`config.mk`:
```
export PLATFORM = sky130hd
export DESIGN_NAME = periodic_timer_bank_scheduler
export DESIGN_NICKNAME = d
export VERILOG_FILES = /design/src/hw/rtl/ptbs_pkg.sv /design/src/hw/rtl/ptbs_ram.sv /design/src/hw/rtl/periodic_timer_bank_scheduler.sv
export SDC_FILE = /design/constraint.sdc
export NUM_CORES = 2
export LEC_CHECK = 0
export BUFFER_PORTS_ARGS = -buffer_cell sky130_fd_sc_hd__buf_2
export CAP_MARGIN = 20
export CORE_ASPECT_RATIO = 1.5
export CORE_MARGIN = 3
export CORE_UTILIZATION = 60
export DETAILED_ROUTE_END_ITERATION = 8
export GPL_ROUTABILITY_DRIVEN = 0
export PLACE_DENSITY_LB_ADDON = 0.08
export SYNTH_ARGS = -nofsm -noshare
export SYNTH_HDL_FRONTEND = slang
export SYNTH_HIERARCHICAL = 1
export SYNTH_SLANG_ARGS = --single-unit
```
`constraint.sdc`:
```
create_clock -name clk -period 31.3 [get_ports clk]
set_clock_uncertainty 0.05 [all_clocks]
set_input_delay 3.13 -clock clk [delete_from_list [all_inputs] [get_ports clk]]
set_output_delay 3.13 -clock clk [all_outputs]
set_load 0.005 [all_outputs]
```
`src/hw/rtl/ptbs_pkg.sv`:
```
package ptbs_pkg;

    // Bank geometry
    localparam int NUM_TIMERS = 16;
    localparam int MAX_FIRES  = 63;
    localparam int IDX_W      = (NUM_TIMERS > 1) ? $clog2(NUM_TIMERS) : 1;
    localparam int FIRE_W     = $clog2(MAX_FIRES + 1);

    // Field widths
    localparam int TIME_W     = 64;
    localparam int SLOT_W     = 4;
    localparam int SIDX_W     = 8;
    localparam int REQ_W      = 2;
    localparam int KIND_W     = 2;

    // Input tdata: period_ns, slot_index, advance_ns
    localparam int IN_TDATA_W   = 136;
    localparam int IN_PER_LSB   = 0;
    localparam int IN_IDX_LSB   = IN_PER_LSB + TIME_W;
    localparam int IN_ADV_LSB   = IN_IDX_LSB + SIDX_W;

    // Output tdata: slot, ok, event_time, overflow, zero fill
    localparam int OUT_FIELDS_W = SLOT_W + 1 + TIME_W + 1;
    localparam int OUT_TDATA_W  = ((OUT_FIELDS_W + 7) / 8) * 8;
    localparam int OUT_PAD_W    = OUT_TDATA_W - OUT_FIELDS_W;
    localparam int OUT_OK_BIT   = SLOT_W;
    localparam int OUT_TIME_LSB = SLOT_W + 1;
    localparam int OUT_OVF_BIT  = OUT_TIME_LSB + TIME_W;

    typedef enum logic [REQ_W-1:0] {
        REQ_ADD     = 2'd0,
        REQ_REMOVE  = 2'd1,
        REQ_ADVANCE = 2'd2
    } req_t;

    typedef enum logic [KIND_W-1:0] {
        KIND_ADD    = 2'd0,
        KIND_REMOVE = 2'd1,
        KIND_FIRE   = 2'd2,
        KIND_DONE   = 2'd3
    } kind_t;

    typedef enum logic [2:0] {
        ST_IDLE,
        ST_ADD,
        ST_REMOVE,
        ST_SCAN,
        ST_EVAL,
        ST_DECIDE,
        ST_FIRE,
        ST_DONE
    } state_t;

endpackage

```
`src/hw/rtl/ptbs_ram.sv`:
```
module ptbs_ram #(
    parameter int WIDTH = 64,
    parameter int DEPTH = 16,
    localparam int AW = (DEPTH > 1) ? $clog2(DEPTH) : 1
) (
    input  logic             clk,
    input  logic             we,
    input  logic [AW-1:0]    waddr,
    input  logic [WIDTH-1:0] wdata,
    input  logic [AW-1:0]    raddr,
    output logic [WIDTH-1:0] rdata
);

    logic [WIDTH-1:0] mem [DEPTH];

    always_ff @(posedge clk)
    begin
        if (we)
        begin
            mem[waddr] <= wdata;
        end
        rdata <= mem[raddr];
    end

endmodule

```
`src/hw/rtl/periodic_timer_bank_scheduler.sv`:
```
// Periodic timer bank with a 64-bit virtual clock and earliest-deadline firing.
//
// Request channel (s_*): one transaction carries one request. s_tuser holds
// the request type (add, remove, advance); s_tdata holds period, slot index
// and advance amount. A request type of 3 is dropped without any result.
// Result channel (m_*): add and remove give one reply. Advance gives one fire
// result per expired timer (in due-time order, lowest slot on ties) and a
// closing done result; m_tlast marks the final result of each request.
//
// Add and remove results are registered after acceptance. Advance scans the
// due-time memory in full before each fire and once more before the done
// result. The single read port of the due/period memories paces each scan:
// one slot is compared per cycle.
// One request is handled at a time; s_tready is high only while idle.
//
// Reset clears all active bits, the virtual clock and the result valid flag.
// Due/period memories are not cleared; a slot is always written before use.
// When the receiver stalls, the pending result holds in the output register
// and the sequencer waits before producing the next one.
module periodic_timer_bank_scheduler (
    input  logic         clk,
    input  logic         rst_n,
    input  logic         s_tvalid,
    output logic         s_tready,
    input  logic [135:0] s_tdata,  // period[63:0], slot_index[71:64], advance_ns[135:72]
    input  logic [1:0]   s_tuser,  // req_type[1:0]
    output logic         m_tvalid,
    input  logic         m_tready,
    output logic [71:0]  m_tdata,  // slot[3:0], ok[4], event_time[68:5], overflow[69], zero[71:70]
    output logic [1:0]   m_tuser,  // result_kind[1:0]
    output logic         m_tlast
);

    localparam int IDX_W  = ptbs_pkg::IDX_W;
    localparam int TIME_W = ptbs_pkg::TIME_W;
    localparam int FIRE_W = ptbs_pkg::FIRE_W;
    localparam int SLOT_W = ptbs_pkg::SLOT_W;
    localparam int NT     = ptbs_pkg::NUM_TIMERS;

    // Control registers
    ptbs_pkg::state_t    state_reg, state_next;
    logic [NT-1:0]       active_reg, active_next;
    logic [TIME_W-1:0]   time_reg, time_next;
    logic [IDX_W-1:0]    scan_cnt_reg, scan_cnt_next;
    logic                cmp_vld_reg, cmp_vld_next;
    logic                best_vld_reg, best_vld_next;
    logic [FIRE_W-1:0]   fire_cnt_reg, fire_cnt_next;
    logic                ovf_reg, ovf_next;
    logic                m_valid_reg, m_valid_next;

    // Payload registers
    logic [TIME_W-1:0]   period_reg, period_next;
    logic [ptbs_pkg::SIDX_W-1:0] idx_reg, idx_next;
    logic [TIME_W-1:0]   target_reg, target_next;
    logic [IDX_W-1:0]    cmp_idx_reg, cmp_idx_next;
    logic [IDX_W-1:0]    best_idx_reg, best_idx_next;
    logic [TIME_W-1:0]   best_due_reg, best_due_next;
    logic [TIME_W-1:0]   best_per_reg, best_per_next;
    ptbs_pkg::kind_t     m_kind_reg, m_kind_next;
    logic [SLOT_W-1:0]   m_slot_reg, m_slot_next;
    logic                m_ok_reg, m_ok_next;
    logic [TIME_W-1:0]   m_time_reg, m_time_next;
    logic                m_ovf_reg, m_ovf_next;
    logic                m_last_reg, m_last_next;

    // Memory ports
    logic                due_we, per_we;
    logic [IDX_W-1:0]    waddr;
    logic [TIME_W-1:0]   due_wdata;
    logic [TIME_W-1:0]   due_rdata, per_rdata;

    // Lowest free slot
    logic                free_found;
    logic [IDX_W-1:0]    free_idx;
    logic                out_free;
    logic                s_acc;

    ptbs_ram #(
        .WIDTH (TIME_W),
        .DEPTH (NT)
    ) u_due_ram (
        .clk   (clk),
        .we    (due_we),
        .waddr (waddr),
        .wdata (due_wdata),
        .raddr (scan_cnt_reg),
        .rdata (due_rdata)
    );

    ptbs_ram #(
        .WIDTH (TIME_W),
        .DEPTH (NT)
    ) u_per_ram (
        .clk   (clk),
        .we    (per_we),
        .waddr (waddr),
        .wdata (period_reg),
        .raddr (scan_cnt_reg),
        .rdata (per_rdata)
    );

    always_comb
    begin
        free_found = 1'b0;
        free_idx   = '0;
        for (int i = NT - 1; i >= 0; i--)
        begin
            if (!active_reg[i])
            begin
                free_found = 1'b1;
                free_idx   = IDX_W'(i);
            end
        end
    end

    assign s_tready = (state_reg == ptbs_pkg::ST_IDLE);
    assign s_acc    = s_tvalid && s_tready;
    // The result register may take a new transaction when empty or draining.
    assign out_free = !m_valid_reg || m_tready;

    always_comb
    begin
        state_next    = state_reg;
        active_next   = active_reg;
        time_next     = time_reg;
        scan_cnt_next = scan_cnt_reg;
        cmp_vld_next  = 1'b0;
        cmp_idx_next  = scan_cnt_reg;
        best_vld_next = best_vld_reg;
        best_idx_next = best_idx_reg;
        best_due_next = best_due_reg;
        best_per_next = best_per_reg;
        fire_cnt_next = fire_cnt_reg;
        ovf_next      = ovf_reg;
        period_next   = period_reg;
        idx_next      = idx_reg;
        target_next   = target_reg;
        m_valid_next  = m_valid_reg && !m_tready;
        m_kind_next   = m_kind_reg;
        m_slot_next   = m_slot_reg;
        m_ok_next     = m_ok_reg;
        m_time_next   = m_time_reg;
        m_ovf_next    = m_ovf_reg;
        m_last_next   = m_last_reg;
        due_we        = 1'b0;
        per_we        = 1'b0;
        waddr         = free_idx;
        due_wdata     = time_reg + period_reg;

        // Fold the slot returned by the memories into the running minimum;
        // strict compare keeps the lowest slot on ties.
        if (cmp_vld_reg && active_reg[cmp_idx_reg] &&
            (!best_vld_reg || due_rdata < best_due_reg))
        begin
            best_vld_next = 1'b1;
            best_idx_next = cmp_idx_reg;
            best_due_next = due_rdata;
            best_per_next = per_rdata;
        end

        unique case (state_reg)
            ptbs_pkg::ST_IDLE:
            begin
                if (s_acc)
                begin
                    period_next   = s_tdata[ptbs_pkg::IN_PER_LSB +: TIME_W];
                    idx_next      = s_tdata[ptbs_pkg::IN_IDX_LSB +: ptbs_pkg::SIDX_W];
                    target_next   = time_reg + s_tdata[ptbs_pkg::IN_ADV_LSB +: TIME_W];
                    scan_cnt_next = '0;
                    best_vld_next = 1'b0;
                    fire_cnt_next = '0;
                    ovf_next      = 1'b0;
                    unique case (s_tuser)
                        ptbs_pkg::REQ_ADD:     state_next = ptbs_pkg::ST_ADD;
                        ptbs_pkg::REQ_REMOVE:  state_next = ptbs_pkg::ST_REMOVE;
                        ptbs_pkg::REQ_ADVANCE: state_next = ptbs_pkg::ST_SCAN;
                        default:               state_next = ptbs_pkg::ST_IDLE;
                    endcase
                end
            end

            ptbs_pkg::ST_ADD:
            begin
                if (out_free)
                begin
                    if (free_found)
                    begin
                        due_we                = 1'b1;
                        per_we                = 1'b1;
                        active_next[free_idx] = 1'b1;
                    end
                    m_valid_next = 1'b1;
                    m_kind_next  = ptbs_pkg::KIND_ADD;
                    m_slot_next  = SLOT_W'(free_idx);
                    m_ok_next    = free_found;
                    m_time_next  = '0;
                    m_ovf_next   = 1'b0;
                    m_last_next  = 1'b1;
                    state_next   = ptbs_pkg::ST_IDLE;
                end
            end

            ptbs_pkg::ST_REMOVE:
            begin
                if (out_free)
                begin
                    if (32'(idx_reg) < NT)
                    begin
                        active_next[idx_reg[IDX_W-1:0]] = 1'b0;
                    end
                    m_valid_next = 1'b1;
                    m_kind_next  = ptbs_pkg::KIND_REMOVE;
                    m_slot_next  = '0;
                    m_ok_next    = (32'(idx_reg) < NT);
                    m_time_next  = '0;
                    m_ovf_next   = 1'b0;
                    m_last_next  = 1'b1;
                    state_next   = ptbs_pkg::ST_IDLE;
                end
            end

            ptbs_pkg::ST_SCAN:
            begin
                // Issue one read per cycle; the data is compared in the cycle after.
                cmp_vld_next  = 1'b1;
                scan_cnt_next = scan_cnt_reg + 1'b1;
                if (scan_cnt_reg == IDX_W'(NT - 1))
                begin
                    scan_cnt_next = '0;
                    state_next    = ptbs_pkg::ST_EVAL;
                end
            end

            ptbs_pkg::ST_EVAL:
            begin
                state_next = ptbs_pkg::ST_DECIDE;
            end

            ptbs_pkg::ST_DECIDE:
            begin
                priority if (!best_vld_reg || best_due_reg > target_reg)
                begin
                    state_next = ptbs_pkg::ST_DONE;
                end
                else if (fire_cnt_reg == FIRE_W'(ptbs_pkg::MAX_FIRES))
                begin
                    ovf_next   = 1'b1;
                    state_next = ptbs_pkg::ST_DONE;
                end
                else
                begin
                    state_next = ptbs_pkg::ST_FIRE;
                end
            end

            ptbs_pkg::ST_FIRE:
            begin
                if (out_free)
                begin
                    // Re-arm the winner; the next scan starts after this write.
                    due_we        = 1'b1;
                    waddr         = best_idx_reg;
                    due_wdata     = best_due_reg + best_per_reg;
                    time_next     = best_due_reg;
                    fire_cnt_next = fire_cnt_reg + 1'b1;
                    best_vld_next = 1'b0;
                    scan_cnt_next = '0;
                    m_valid_next  = 1'b1;
                    m_kind_next   = ptbs_pkg::KIND_FIRE;
                    m_slot_next   = SLOT_W'(best_idx_reg);
                    m_ok_next     = 1'b0;
                    m_time_next   = best_due_reg;
                    m_ovf_next    = 1'b0;
                    m_last_next   = 1'b0;
                    state_next    = ptbs_pkg::ST_SCAN;
                end
            end

            ptbs_pkg::ST_DONE:
            begin
                if (out_free)
                begin
                    if (!ovf_reg)
                    begin
                        time_next = target_reg;
                    end
                    m_valid_next = 1'b1;
                    m_kind_next  = ptbs_pkg::KIND_DONE;
                    m_slot_next  = '0;
                    m_ok_next    = 1'b0;
                    m_time_next  = ovf_reg ? time_reg : target_reg;
                    m_ovf_next   = ovf_reg;
                    m_last_next  = 1'b1;
                    state_next   = ptbs_pkg::ST_IDLE;
                end
            end

            default:
            begin
                state_next = ptbs_pkg::ST_IDLE;
            end
        endcase
    end

    always_ff @(posedge clk or negedge rst_n)
    begin
        if (!rst_n)
        begin
            state_reg    <= ptbs_pkg::ST_IDLE;
            active_reg   <= '0;
            time_reg     <= '0;
            scan_cnt_reg <= '0;
            cmp_vld_reg  <= 1'b0;
            best_vld_reg <= 1'b0;
            fire_cnt_reg <= '0;
            ovf_reg      <= 1'b0;
            m_valid_reg  <= 1'b0;
        end
        else
        begin
            state_reg    <= state_next;
            active_reg   <= active_next;
            time_reg     <= time_next;
            scan_cnt_reg <= scan_cnt_next;
            cmp_vld_reg  <= cmp_vld_next;
            best_vld_reg <= best_vld_next;
            fire_cnt_reg <= fire_cnt_next;
            ovf_reg      <= ovf_next;
            m_valid_reg  <= m_valid_next;
        end
    end

    always_ff @(posedge clk)
    begin
        period_reg   <= period_next;
        idx_reg      <= idx_next;
        target_reg   <= target_next;
        cmp_idx_reg  <= cmp_idx_next;
        best_idx_reg <= best_idx_next;
        best_due_reg <= best_due_next;
        best_per_reg <= best_per_next;
        m_kind_reg   <= m_kind_next;
        m_slot_reg   <= m_slot_next;
        m_ok_reg     <= m_ok_next;
        m_time_reg   <= m_time_next;
        m_ovf_reg    <= m_ovf_next;
        m_last_reg   <= m_last_next;
    end

    assign m_tvalid = m_valid_reg;
    assign m_tuser  = m_kind_reg;
    assign m_tlast  = m_last_reg;
    assign m_tdata  = {ptbs_pkg::OUT_PAD_W'(0), m_ovf_reg, m_time_reg, m_ok_reg, m_slot_reg};

endmodule

```
# Word-level counts from Yosys, hierarchy flattened
# Memory sizes are Yosys's and may differ from the RTL's. A register that Yosys moved wholly into a read port is not among the register bits.
# Cells that the tools add are included.
[op_classes]
n_addsub = 5
n_lt_le_gt_ge = 8
eq_ne = 26
mux = 104
bitwise_logic = 3
reduce_logical = 44
[op_table]
columns = ["cell", "n"]
rows = [
  ["64-bit two-way mux", 6],
  ["64-bit adder", 3],
  ["64-bit one-hot mux with 3 select lines", 1],
  ["64-bit one-hot mux with 2 select lines", 1],
  ["4-bit two-way mux", 23],
  ["64-bit greater-than comparator", 1],
  ["64-bit less-than comparator", 1],
  ["16-bit two-way mux", 4],
  ["1-bit two-way mux", 43],
  ["16-bit one-hot mux with 2 select lines", 1],
  ["4-bit one-hot mux with 3 select lines", 2],
  ["4-bit AND reduction", 5],
  ["2-bit != test, second input constant", 9],
  ["3-bit one-hot mux with 6 select lines", 1],
  ["16-bit bitwise AND", 1],
  ["16-bit inverter", 1],
  ["16-bit OR", 1],
  ["4-bit by 5-bit less-than comparator with 1-bit output, second input constant", 3],
  ["3-bit AND reduction", 5],
  ["3-bit == test, second input constant", 4],
  ["3-bit two-way mux", 4],
  ["6-bit two-way mux", 2],
  ["2-bit by 1-bit != test with 1-bit output, second input constant", 6],
  ["6-bit one-hot mux with 2 select lines", 1],
  ["30 further kinds", 61],
]
[totals]
ff_bits = 442
mem_bits_rw = 2048
input_bits = 142
wordCells = 214
memories = 2
[memory_table]
columns = ["name", "words", "width", "read_ports", "rd_ports_with_merged_regs", "write_ports", "line", "source"]
rows = [
  ["u_due_ram.mem", 16, 64, 1, 1, 1, "ptbs_ram.sv:14", "logic [WIDTH-1:0] mem [DEPTH];"],
  ["u_per_ram.mem", 16, 64, 1, 1, 1, "ptbs_ram.sv:14", ""],
]

# Logic depth before layout (Yosys ltp)
[depth]
depth_word = 24
depth_mapped = 14
depth_no_buf = 14

# Cells and area by module
# Netlist, hierarchy kept.
[by_module_without_submodules]
columns = ["module", "instances", "cells_per_inst", "area_per_inst_um2", "seq_area_each_um2"]
rows = [
  ["ptbs_ram", 2, 1647, 39581.7, 32030.7],
  ["periodic_timer_bank_scheduler", 1, 3197, 31022.3, 12747.2],
]

# Least setup slack after synthesis
# Ideal clock, no wire load.
[synth_timing]
path_type = "reg2reg"
start = "register best_due_reg[49]"
end = "register best_due_reg[0] (enable)"
arrival_ns = 11.476
required_ns = 30.432
slack_ns = 18.956
path_stages_with_launch = 13
path_buffers = 0
path_cell_list = "edfxtp_1 -> inv_1 -> ha_1 -> a21o_1 -> a21oi_1 -> nor2b_1 -> o21ai_0 -> nand2b_1 -> a21oi_1 -> o21ai_0 -> a221oi_1 -> a21boi_0 -> a211oi_1"
[synth_between]
elab_chain_cells = 3
[synth_rtl]
columns = ["item", "line", "source"]
rows = [
  ["start: declaration", "periodic_timer_bank_scheduler.sv:57", "logic [TIME_W-1:0] best_due_reg, best_due_next;"],
  ["start signal: assignment", "periodic_timer_bank_scheduler.sv:340", "best_due_reg <= best_due_next;"],
  ["64-bit less-than comparator", "periodic_timer_bank_scheduler.sv:153", "(!best_vld_reg || due_rdata < best_due_reg))"],
  ["1-bit logical OR", "periodic_timer_bank_scheduler.sv:153", ""],
  ["1-bit logical AND", "periodic_timer_bank_scheduler.sv:152", "if (cmp_vld_reg && active_reg[cmp_idx_reg] &&"],
]
# Every way passes these cells.
# A chain may end at the register's enable or synchronous reset.

# Worst setup path in the final report
[layout_timing]
start = "input m_tready"
end = "memory u_due_ram.mem[14][18] (enable)"
[layout_lines]
columns = ["item", "line", "source"]
rows = [
  ["start: declaration", "periodic_timer_bank_scheduler.sv:28", "input logic m_tready,"],
  ["1-bit logical OR", "periodic_timer_bank_scheduler.sv:119", "assign out_free = !m_valid_reg || m_tready;"],
  ["4-bit two-way mux", "periodic_timer_bank_scheduler.sv:258", "if (out_free)"],
  ["4-bit two-way mux", "periodic_timer_bank_scheduler.sv:161", "unique case (state_reg)"],
  ["net waddr[2]", "periodic_timer_bank_scheduler.sv:68", "logic [IDX_W-1:0] waddr;"],
  ["end: declaration", "ptbs_ram.sv:14", ""],
]
# The timed path passes the listed nets, and every way through them passes these cells.

==> qor.csv <==
metric;value;unit
Leakage;41.47;nW
top cells by area, synth;edfxtp_1 (65%), mux4_2 (11%), ha_1 (3.6%);
critical path endpoint category;flop;
Synth Instances;6491;
CTS root buf;clkbuf_16;
CP arrival;7.69;ns
average cell area after synthesis;16.98;um^2
CTS sink cnt;2618;
initial antenna violation count;6;
Die Area;188900;um^2
Routed WL per cell;30.42;um
row count;192;
RSZ-0062 raised after global routing;false;
Core Util, Final;66.99;%
Synth async-reset ratio;3.705;%
Req. time, crit path;31.73;ns
Seq/Total Area, Yosys;69.71;%
Bufs on Longest Clock Path;4;
io pins;219;
most frequent cell after synthesis;edfxtp_1;
Critical Path Start Type;input pin;
cts hold-fix bufs;0;
largest net degree at the start of global routing;138;
core box area;182600;um^2
H-Tree Depth;4;
Synth warnings;6;
Compound-Gate Fraction of Synth Area;7.969;%
Tcrit/Tclk final;23.21;%
Slew headroom;20.37;%
total routed wirelength;287000;um
Post-CTS Setup Inserts;0;
PwrDens;101.8;nW/um^2
gr usage total;30.54;%
DR DRC count;0;
placed cell areas;114300;um^2
# nets final;7273;
Setup-failing EPs final;0;
CTS resizes;0;
DR iter-0 viols;6948;
vias in the first global route;62440;
CTS tree;done;
fmax;137.6;MHz
Die Span X;355.9;um
Remaining Overflow, GRT;0;
Starting Density;60.35;%
Netlist cell types;94;
actual slew at the worst max-slew pin;1.184;ns
DR pass1 iterations;6;
worst reg-to-reg path cell count;14;
worst hold path class;flop to flop;
Post-Synth XOR/XNOR Area;1.478;%
Hold Vio Cnt, Final;0;
status;finished, final reports clean;
first-pass GRT wire length;417800;um
post-route setup TNS;0;ns
share of cells above drive strength 1;19.30;%
clk_lat worst skew;0.89;ns
reg2reg setup slack;25.01;ns
main combinational cell family by area after synthesis;multiplexers;
simple-gate share of the synthesized area;3.944;%
design area;122300;um^2
Yosys top cell by area;edfxtp_1;
Area Growth Syn to Fin;11.00;%
Fillers;12340;
Clk pin slew, worst setup/hold paths;0.07;ns
Worst IR Drop VDD;0.00006341;V
list of most frequent post-synthesis cells;edfxtp_1 (2389), mux4_2 (517), a21oi_1 (343);
Die Y;530.8;um
max-slew violations;0;
Largest regs;u_due_ram/mem (1024), u_per_ram/mem (1024);
Critical Path Fanout Max;49;
total number of vias;62120;
hold-critical path depth;0;
number of flops mapped to enable cells by yosys;2389;
crit path kind;input pin to flop;
minimum clock period;7.266;ns
Synth Cell Area;110200;um^2
Max Cap Viol;0;
PortBufs;216;
antenna viol nets, final;0;
Vias/cell;6.584;
Post-DP HPWL;186300;um
mux contribution to synthesized area;11.24;%
Main synth FF type;edfxtp_1;
post-synth top area share;65.11;%
Post-Synth Adder-Cell Area;3.700;%
Yosys reg bits;2618;
CTS buffer count;235;
## stage by stage
step | total power [mW] | instances | setup WS [ns] | hold WS, ns
2_1_floorplan | 7.985 | 6492 | 18.96 | 0.3355
3_3_place_gp | 9.387 | 8962 | 22.98 | 0.3359
3_5_place_dp | 9.499 | 8973 | 23.22 | 0.3387
4_1_cts | 12.39 | 9408 | 24.11 | 0.3481
5_1_grt | 12.99 | 9431 | 23.81 | 0.3509
6_report | 12.44 | 9435 | 24.03 | 0.3457
## worst max-delay path, cell delays in order
cell and delay [ns]:
buf_2 0.10, nor2b_1 0.75, nor2_4 0.21, nand2_2 0.29
buf_4 0.52, nand2_1 0.11, nand2_1 0.35, nand3_1 0.41
nor2_4 0.65, buf_4 0.52, buf_4 0.58
## power by group
group	total (mW)	switching [mW]	leakage, nW	internal [mW]
clock	2.90	1.26	3.79	1.65
sequential	5.40	0.392	23.8	5.01
combinational	4.14	2.64	13.9	1.50
total	12.4	4.29	41.5	8.15
## cell type report
| type | count | area, um^2 | share of cell area, % |
|---|---|---|---|
| diodes | 5 | 12.51 | 0.01023 |
| multi-input cells | 3380 | 31590 | 25.83 |
| flip-flops and latches | 2618 | 76820 | 62.82 |
| inverters | 190 | 713.2 | 0.5831 |
| clock inverters | 127 | 1264 | 1.033 |
| well taps | 2425 | 3034 | 2.481 |
| repair buffers | 382 | 2385 | 1.950 |
| clock buffers | 308 | 6481 | 5.299 |
## logic make-up after synthesis
kind of cell,Yosys count
compound gates,1328
xor+xnor,186
other cells,1
fa+ha+maj,324
buf+inv,494
simple gates,949
mux,591
flops,2618
## path summary, 6_finish.rpt
check	start	end
max	m_tready	u_due_ram/mem[14][18]$_DFFE_PP_
max reg2reg	best_due_reg[1]$_DFFE_PP_	best_per_reg[58]$_DFFE_PP_
min in group asynchronous	rst_n	time_reg[50]$_DFFE_PN0P_
min reg2reg	u_per_ram/rdata[24]$_DFF_P_	best_per_reg[24]$_DFFE_PP_
max in group asynchronous	rst_n	time_reg[16]$_DFFE_PN0P_
min	u_per_ram/rdata[24]$_DFF_P_	best_per_reg[24]$_DFFE_PP_
## routing by layer
layer  track usage [%]  up-vias  routed length, um
met1             42.09    31880             109700
met2             49.70     2963             140500
li1                  -    26660                  -
met3             4.791      616              24300
met5                 0        -                  0
met4             11.85        0              12580
## layout by cell type (no fill, tap or decap), types with 82 or more instances in the layout
cell,count
edfxtp_1,2389
mux4_2,517
a21oi_1,340
ha_1,321
nand2_1,311
nor2_1,261
a22oi_1,256
clkbuf_16,240
buf_2,216
inv_1,190
o21ai_0,175
buf_4,156
a21o_1,143
dfxtp_1,132
xnor2_1,104
dfrtp_1,93
xor2_1,82
No activity file was read; power rests on OpenSTA's default activity.
